File: src/hw/rtl/dccf_pkg.sv
// ----------------------------------------------------------------------------
// dccf_pkg
// Shared types and constants for the DDS channel command framer.
// ----------------------------------------------------------------------------
package dccf_pkg;

	typedef enum logic [1:0] {
		OP_FREQ  = 2'd0,
		OP_AMP   = 2'd1,
		OP_PHASE = 2'd2
	} op_t;

	typedef enum logic [0:0] {
		REG_FREQ_SCALE  = 1'b0,
		REG_PHASE_SCALE = 1'b1
	} reg_idx_t;

	localparam int unsigned OP_W      = 2;
	localparam int unsigned CH_W      = 2;
	localparam int unsigned VALUE_W   = 29;
	localparam int unsigned CFG_W     = 36;
	localparam int unsigned FSCALE_W  = 36;
	localparam int unsigned PSCALE_W  = 22;
	localparam int unsigned NBYTES    = 7;
	localparam int unsigned BIDX_W    = 3;

	localparam logic [FSCALE_W-1:0] FSCALE_RST = 36'd36893488147;
	localparam logic [PSCALE_W-1:0] PSCALE_RST = 22'd2982616;

	localparam logic [7:0]  ADDR_CSR    = 8'h00;
	localparam logic [7:0]  ADDR_FTW    = 8'h04;
	localparam logic [7:0]  ADDR_POW    = 8'h05;
	localparam logic [7:0]  ADDR_ACR    = 8'h06;
	localparam logic [7:0]  CH_SEL_BASE = 8'h10;
	localparam logic [15:0] AMP_ENABLE  = 16'h1000;
	localparam logic [9:0]  AMP_MAX     = 10'd1023;

	localparam logic [BIDX_W-1:0] LEN_FREQ  = 3'd7;
	localparam logic [BIDX_W-1:0] LEN_AMP   = 3'd6;
	localparam logic [BIDX_W-1:0] LEN_PHASE = 3'd5;

endpackage

File: src/hw/rtl/dds_channel_command_framer.sv
// ----------------------------------------------------------------------------
// dds_channel_command_framer
// Turns frequency, amplitude and phase commands into serial-port bytes.
// ----------------------------------------------------------------------------
// Each accepted command produces two write frames for a four-channel DDS: a
// channel-select frame and a channel word frame, one byte per cycle on the
// byte channel while byte_ready is high. A frequency command gives 7 bytes,
// an amplitude command 6 and a phase command 5; command op 3 gives none. The
// byte output register sets the sustained rate at one byte per cycle while
// byte_ready is high, and the next byte list loads as the last byte is taken.
// A command passes the input register, the product register and the byte
// register before its first byte appears, and the next command is taken
// while the current one is still being sent.
module dds_channel_command_framer (
	input  logic                          clk,
	input  logic                          arst_n,

	input  logic                          cfg_we,
	input  logic [0:0]                    cfg_index,
	input  logic [dccf_pkg::CFG_W-1:0]    cfg_data,

	input  logic                          cmd_valid,
	output logic                          cmd_ready,
	input  logic [dccf_pkg::OP_W-1:0]     op,
	input  logic [dccf_pkg::CH_W-1:0]     channel,
	input  logic [dccf_pkg::VALUE_W-1:0]  value,

	output logic                          byte_valid,
	input  logic                          byte_ready,
	output logic [7:0]                    spi_byte,
	output logic                          frame_start,
	output logic                          frame_end,
	output logic                          update_pulse,
	output logic                          last
);
	import dccf_pkg::*;

	logic [FSCALE_W-1:0] fscale_q;
	logic [PSCALE_W-1:0] pscale_q;

	logic                valid_s1;
	logic [OP_W-1:0]     op_s1;
	logic [CH_W-1:0]     ch_s1;
	logic [VALUE_W-1:0]  val_s1;

	logic                valid_s2;
	logic [OP_W-1:0]     op_s2;
	logic [CH_W-1:0]     ch_s2;
	logic [31:0]         fhi_s2;
	logic [28:0]         flo_s2;
	logic [13:0]         phase_s2;
	logic [9:0]          amp_s2;

	logic                busy_q;
	logic [7:0]          byte_q [NBYTES];
	logic [BIDX_W-1:0]   idx_q;
	logic [BIDX_W-1:0]   len_q;
	logic                up_q;

	logic                out_take;
	logic                ser_free;
	logic                s2_take;
	logic                s1_take;
	logic                load_ser;
	logic                is_last;
	logic                op_ok;

	logic [60:0]         flo_prod;
	logic [32:0]         fhi_prod;
	logic [50:0]         ph_prod;
	logic [9:0]          amp_sat;

	logic [31:0]         tword;
	logic [15:0]         amp_word;
	logic [7:0]          ld_bytes [NBYTES];
	logic [BIDX_W-1:0]   ld_len;
	logic                ld_up;

	// Configuration registers.
	always_ff @(posedge clk or negedge arst_n) begin
		if (!arst_n) begin
			fscale_q <= FSCALE_RST;
			pscale_q <= PSCALE_RST;
		end else if (cfg_we) begin
			case (cfg_index)
				REG_FREQ_SCALE:  fscale_q <= cfg_data[FSCALE_W-1:0];
				REG_PHASE_SCALE: pscale_q <= cfg_data[PSCALE_W-1:0];
				default: ;
			endcase
		end
	end

	// Flow control between the stages.
	assign is_last  = (idx_q == len_q - BIDX_W'(1));
	assign out_take = busy_q && byte_ready;
	assign ser_free = !busy_q || (byte_ready && is_last);
	assign load_ser = valid_s2 && ser_free;
	assign s2_take  = !valid_s2 || ser_free;
	assign s1_take  = !valid_s1 || s2_take;
	assign cmd_ready = s1_take;
	assign op_ok = (op == OP_FREQ) || (op == OP_AMP) || (op == OP_PHASE);

	// Stage 1: command register.
	always_ff @(posedge clk or negedge arst_n) begin
		if (!arst_n) begin
			valid_s1 <= 1'b0;
		end else if (s1_take) begin
			valid_s1 <= cmd_valid && op_ok;
		end
	end

	always_ff @(posedge clk) begin
		if (s1_take && cmd_valid) begin
			op_s1  <= op;
			ch_s1  <= channel;
			val_s1 <= value;
		end
	end

	// Stage 2: products and amplitude clamp.
	assign flo_prod = 61'(val_s1) * 61'(fscale_q[31:0]);
	assign fhi_prod = 33'(val_s1) * 33'(fscale_q[FSCALE_W-1:32]);
	assign ph_prod  = 51'(val_s1) * 51'(pscale_q);
	assign amp_sat  = (val_s1 > VALUE_W'(AMP_MAX)) ? AMP_MAX : val_s1[9:0];

	always_ff @(posedge clk or negedge arst_n) begin
		if (!arst_n) begin
			valid_s2 <= 1'b0;
		end else if (s2_take) begin
			valid_s2 <= valid_s1;
		end
	end

	always_ff @(posedge clk) begin
		if (s2_take && valid_s1) begin
			op_s2    <= op_s1;
			ch_s2    <= ch_s1;
			fhi_s2   <= fhi_prod[31:0];
			flo_s2   <= flo_prod[60:32];
			phase_s2 <= ph_prod[29:16];
			amp_s2   <= amp_sat;
		end
	end

	// Byte list for the command in stage 2.
	assign tword    = fhi_s2 + 32'(flo_s2);
	assign amp_word = AMP_ENABLE | 16'(amp_s2);

	always_comb begin
		ld_bytes[0] = ADDR_CSR;
		ld_bytes[1] = CH_SEL_BASE << ch_s2;
		ld_bytes[2] = ADDR_FTW;
		ld_bytes[3] = tword[31:24];
		ld_bytes[4] = tword[23:16];
		ld_bytes[5] = tword[15:8];
		ld_bytes[6] = tword[7:0];
		ld_len      = LEN_FREQ;
		ld_up       = 1'b1;
		case (op_s2)
			OP_FREQ: begin
			end
			OP_AMP: begin
				ld_bytes[2] = ADDR_ACR;
				ld_bytes[3] = 8'h00;
				ld_bytes[4] = amp_word[15:8];
				ld_bytes[5] = amp_word[7:0];
				ld_bytes[6] = 8'h00;
				ld_len      = LEN_AMP;
			end
			OP_PHASE: begin
				ld_bytes[2] = ADDR_POW;
				ld_bytes[3] = {2'b00, phase_s2[13:8]};
				ld_bytes[4] = phase_s2[7:0];
				ld_bytes[5] = 8'h00;
				ld_bytes[6] = 8'h00;
				ld_len      = LEN_PHASE;
				ld_up       = 1'b0;
			end
			default: begin
			end
		endcase
	end

	// Byte output register: a shift line that presents one byte per cycle while byte_ready is high.
	always_ff @(posedge clk or negedge arst_n) begin
		if (!arst_n) begin
			busy_q <= 1'b0;
			idx_q  <= '0;
			len_q  <= '0;
			up_q   <= 1'b0;
		end else if (load_ser) begin
			busy_q <= 1'b1;
			idx_q  <= '0;
			len_q  <= ld_len;
			up_q   <= ld_up;
		end else if (out_take) begin
			if (is_last) begin
				busy_q <= 1'b0;
			end
			idx_q <= idx_q + BIDX_W'(1);
		end
	end

	always_ff @(posedge clk) begin
		if (load_ser) begin
			for (int i = 0; i < NBYTES; i++) begin
				byte_q[i] <= ld_bytes[i];
			end
		end else if (out_take) begin
			for (int i = 0; i < NBYTES - 1; i++) begin
				byte_q[i] <= byte_q[i+1];
			end
		end
	end

	assign byte_valid   = busy_q;
	assign spi_byte     = byte_q[0];
	assign frame_start  = (idx_q == BIDX_W'(0)) || (idx_q == BIDX_W'(2));
	assign frame_end    = (idx_q == BIDX_W'(1)) || is_last;
	assign update_pulse = frame_end && up_q;
	assign last         = is_last;

	// The last byte of a command always closes a frame.
	a_last_ends_frame: assert property (@(posedge clk) disable iff (!arst_n)
		byte_valid && last |-> frame_end)
		else $error("last byte does not end a frame");

	// A taken byte that is not the last leaves another byte in place.
	a_run_continues: assert property (@(posedge clk) disable iff (!arst_n)
		byte_valid && byte_ready && !last |=> byte_valid)
		else $error("byte run broke off before its last byte");

	// A new byte list only loads once the current run is finished.
	a_load_when_free: assert property (@(posedge clk) disable iff (!arst_n)
		load_ser |-> (!busy_q || (byte_ready && is_last)))
		else $error("byte list loaded over a running command");

	// Every command opens with the channel-select address.
	a_first_byte: assert property (@(posedge clk) disable iff (!arst_n)
		byte_valid && idx_q == BIDX_W'(0) |-> spi_byte == ADDR_CSR && frame_start)
		else $error("command does not open with the channel-select frame");

endmodule
File: config.mk
export PLATFORM = sky130hd
export DESIGN_NAME = dds_channel_command_framer
export DESIGN_NICKNAME = d
export VERILOG_FILES = /design/src/hw/rtl/dccf_pkg.sv /design/src/hw/rtl/dds_channel_command_framer.sv
export SDC_FILE = /design/constraint.sdc
export NUM_CORES = 2
export LEC_CHECK = 0
export BUFFER_PORTS_ARGS = -buffer_cell sky130_fd_sc_hd__buf_2
export CAP_MARGIN = 20
export CELL_PAD_IN_SITES_DETAIL_PLACEMENT = 1
export CELL_PAD_IN_SITES_GLOBAL_PLACEMENT = 2
export CORE_MARGIN = 2
export CORE_UTILIZATION = 30
export CTS_CLUSTER_SIZE = 16
export DETAILED_ROUTE_END_ITERATION = 8
export PLACE_DENSITY_LB_ADDON = 0.15
export SETUP_SLACK_MARGIN = 0.05
export SYNTH_ARGS = -nofsm -noshare
export SYNTH_HDL_FRONTEND = slang
export SYNTH_SLANG_ARGS = --single-unit
File: constraint.sdc
create_clock -name clk -period 8.9 [get_ports clk]
set_input_delay 0.445 -clock clk [delete_from_list [all_inputs] [get_ports clk]]
set_output_delay 0.445 -clock clk [all_outputs]
set_load 0.1 [all_outputs]
==> metrics.md <==
| Metric | Value |
|---|---|
| Vias | `38609` |
| Die ar. | `187000 um^2` |
| Worst flop-to-flop path startpoint | `val_s1[20]$_DFFE_PP_` |
| TritonRoute pass-1 iters | `5` |
| Synthesis-to-finish area growth | `9.67%` |
| RSZ-0062 raised after global routing | `no` |
| R2R Setup Slk | `0.40 ns` |
| Crit path DAT | `8.86 ns` |
| Fmax | `0.118 GHz` |
| Slew @ Worst Pin | `1.00 ns` |
| CTS Buffer Depth | `3` |
| Crit path top cell by count | `fa_1` |
| Reg clk slew, reported paths | `0.06 ns` |
| Crit. path cell count | `22` |
| Cts bufs inserted | `41` |
| Post-synthesis sequential area ratio | `12.8%` |
| Syn_area_per_cell | `9.42 um^2` |
| Cells along the critical path | `buf_4, nand2_1, fa_1, inv_1, fa_1, fa_1, fa_1, fa_1, fa_1, fa_1, fa_1, ha_1, a21oi_1, nor2_1, a211oi_1, nand3_1, a31oi_1, o22a_2, a41oi_1, a41o_1, a221oi_1, xnor2_1` |
| WS Path Type | `reg2reg` |
| Worst r2r dst | `flo_s2[21]$_DFFE_PP_` |
| Initial antenna violation count | `12` |
| Top-Level Pins | `89` |
| Wirelength, routed | `191000 um` |
| First-pass GRT wire length | `293000 um` |
| Layout cells sized above 1 | `7.57%` |
| MaxCap Viol Count | `0` |
| Max-slew headroom | `32.9%` |
| Crit. End Element | `flip-flop` |
| Mapped Cells | `5838` |
| Final-layout fill cell count | `20901` |
| Grt ovf | `0` |
| Worst setup endpoint | `flo_s2[21]$_DFFE_PP_` |
| Worst reg2reg path depth | `22` |
| Main synth FF type | `edfxtp_1` |
| Outcome | `complete, no violations` |
| Worst Path Max Fanout | `25` |
| Setup tns final | `0 ns` |
| Vias in the first global route | `44282` |
| Initial Util | `30.1%` |
| Remaining DRCs | `0` |
| Rows | `157` |
| Placer congestion estimate | `0.849` |
| Synth top area share | `43.3%` |
| Post-synth EDFFs | `178` |
| Root buffer cell | `clkbuf_16` |
| Final hold violation count | `0` |
| Core area | `183000 um^2` |
| Cells taking the most area after synthesis | `fa_1 43%, edfxtp_1 9.7%, ha_1 9.1%` |
| Yosys reg bits | `245` |
| Total track usage | `21.2%` |
| Port bufs | `88` |
| CTS Sinks | `245` |
| Syn_nets | `7503` |
| Crit path launch | `val_s1[20]$_DFFE_PP_` |
| Largest net degree at the start of global routing | `65` |
| Worst path bufs/invs | `2` |
| Post-layout worst setup margin | `0.397 ns` |
| Warnings from Yosys | `0` |
| Asr flop ratio synth | `27.3%` |
| Period utilization | `95.5%` |
| Die width | `432 um` |
| Tmin final | `8.50 ns` |
| Hold Path Class | `in2reg` |
| Iter 0 DRT Violations | `1751` |
| Post-synth top area cell | `fa_1` |
| Multi-input logic area | `41900 um^2` |
| Most instantiated cells after synthesis | `1283 x inv_1, 1191 x fa_1, 931 x nand2_1, 659 x and2_1, 399 x ha_1` |
| Top-count cell post-synth | `inv_1` |
| Clock latency on the worst-skew pair | `0.64 ns` |
| Vias per Instance | `4.68` |
| Worst Setup Start Kind | `flip-flop` |
| Final #Nets | `7505` |
| Register area | `7060 um^2` |
| Die height | `432 um` |
| Post-synthesis cell type count | `61` |
| Setup violators final | `0` |
| Cell class contributing the biggest share of worst-path delay | `adder cells` |
| Crit-path max cell delay | `0.89 ns` |
| Slowest stage cell, crit path | `edfxtp_1` |
| DP Wirelength | `155000 um` |
| Worst Path Required | `9.25 ns` |
| Synthesized cell area | `55000 um^2` |
| Final Slew Violations | `0` |
| Skew final | `0.0524 ns` |
| Post-DRT Antenna Nets | `0` |
| CTS tree | `yes` |
| Post-Place Setup Slack | `0.360 ns` |
| H-tree levels | `2` |
| Wirelength per Cell | `23.1 um` |
==> layout make-up <==
type                            instances  area share (%)
Sequential cell                       245            11.7
Clock inverter                         22           0.417
Inverter                             1283            7.98
Multi-Input combinational cell       3972            69.4
Tap cell                             2385            4.95
Clock buffer                           50            1.81
Timing Repair Buffer                  297            3.73
Antenna cell                            3          0.0124
==> through the flow <==
stage	std cells	hold slack [ns]	area, um^2	utilization, %
2_1_floorplan	5838	0.149	55000	-
3_3_place_gp	8146	0.406	58600	32.1
3_5_place_dp	8146	0.419	58600	32.1
4_1_cts	8238	0.0000885	60100	32.9
5_1_grt	8255	0.0152	60300	33.0
6_report	8257	0.0367	60300	33.0
==> cell families (layout without fill, tap and decap cells) <==
family	count (synthesis)	after routing	share of synthesized area, %
other	0	3	0
muxes	62	62	1.26
AOI/OAI and AO/OA	342	342	4.09
buffers and inverters	1621	1652	11.1
xor gates and xnor gates	139	139	2.21
DFF	245	245	12.8
and+or+nand+nor	1839	1839	16.1
adders and majority gates	1590	1590	52.4
==> worst min-delay path by stage <==
stage	start	end	slack [ns]	cells past startpoint
2_1_floorplan	arst_n	byte_valid$_DFFE_PN0P_	0.15	0
3_3_place_gp	ch_s1[1]$_DFFE_PP_	ch_s2[1]$_DFFE_PP_	0.41	0
3_5_place_dp	ch_s1[1]$_DFFE_PP_	ch_s2[1]$_DFFE_PP_	0.42	0
4_1_cts	cfg_data[26]	fscale_q[26]$_DFFE_PN1P_	0.00009	2
5_1_grt	value[15]	val_s1[15]$_DFFE_PP_	0.02	1
6_report	value[15]	val_s1[15]$_DFFE_PP_	0.04	1
==> flip-flops by register name (all words and copies together) (netlist names), 3 cells and up <==
register,cells
phase_s2,14
val_s1,29
amp_s2,10
pscale_q,22
fscale_q,36
idx_q,3
len_q,3
fhi_s2,32
flo_s2,29
byte_q,56
==> worst register-to-register path: stages (launching register included) <==
cell and delay, ns:
edfxtp_1 0.89, buf_4 0.52, nand2_1 0.15, fa_1 0.55, inv_1 0.06, fa_1 0.48
fa_1 0.60, fa_1 0.44, fa_1 0.47, fa_1 0.51, fa_1 0.43, fa_1 0.38
ha_1 0.42, a21oi_1 0.18, nor2_1 0.07, a211oi_1 0.29, nand3_1 0.14, a31oi_1 0.34
o22a_2 0.29, a41oi_1 0.24, a41o_1 0.34, a221oi_1 0.34, xnor2_1 0.10
==> placed cells by master (no fill, tap or decap), drive strengths merged, types with 30 or more instances in the layout <==
cell type,Yosys,layout
a21o,46,46
a21oi,97,97
and2,659,659
buf,18,277
clkbuf,320,50
dfrtp,41,41
edfxtp,178,178
fa,1191,1191
ha,399,399
inv,1283,1288
mux2,59,59
nand2,931,931
nand3,30,30
nor2,101,101
o21ai,67,67
xnor2,100,100
xor2,39,39
==> metal layers <==
metal | up-vias | GRT usage, % | share of wire, % | wire, um
li1 | 17248 | - | - | -
met1 | 20746 | 29.5 | 47 | 89400
met2 | 492 | 36.0 | 48 | 91800
met3 | 123 | 1.89 | 3.1 | 5920
met4 | 0 | 3.89 | 2.0 | 3730
met5 | - | 0 | 0 | 0
==> repair_timing <==
item                       in CTS  in global routing
setup buffers                   0                 16
resized for setup               0                  5
hold buffers                   20                  0
hold endpoints to repair       37                  0
setup endpoints to repair       0                  3
Power is left out: the tool's default activity adds up to more than one toggle a clock period on the data nets, which glitch-free logic cannot reach.
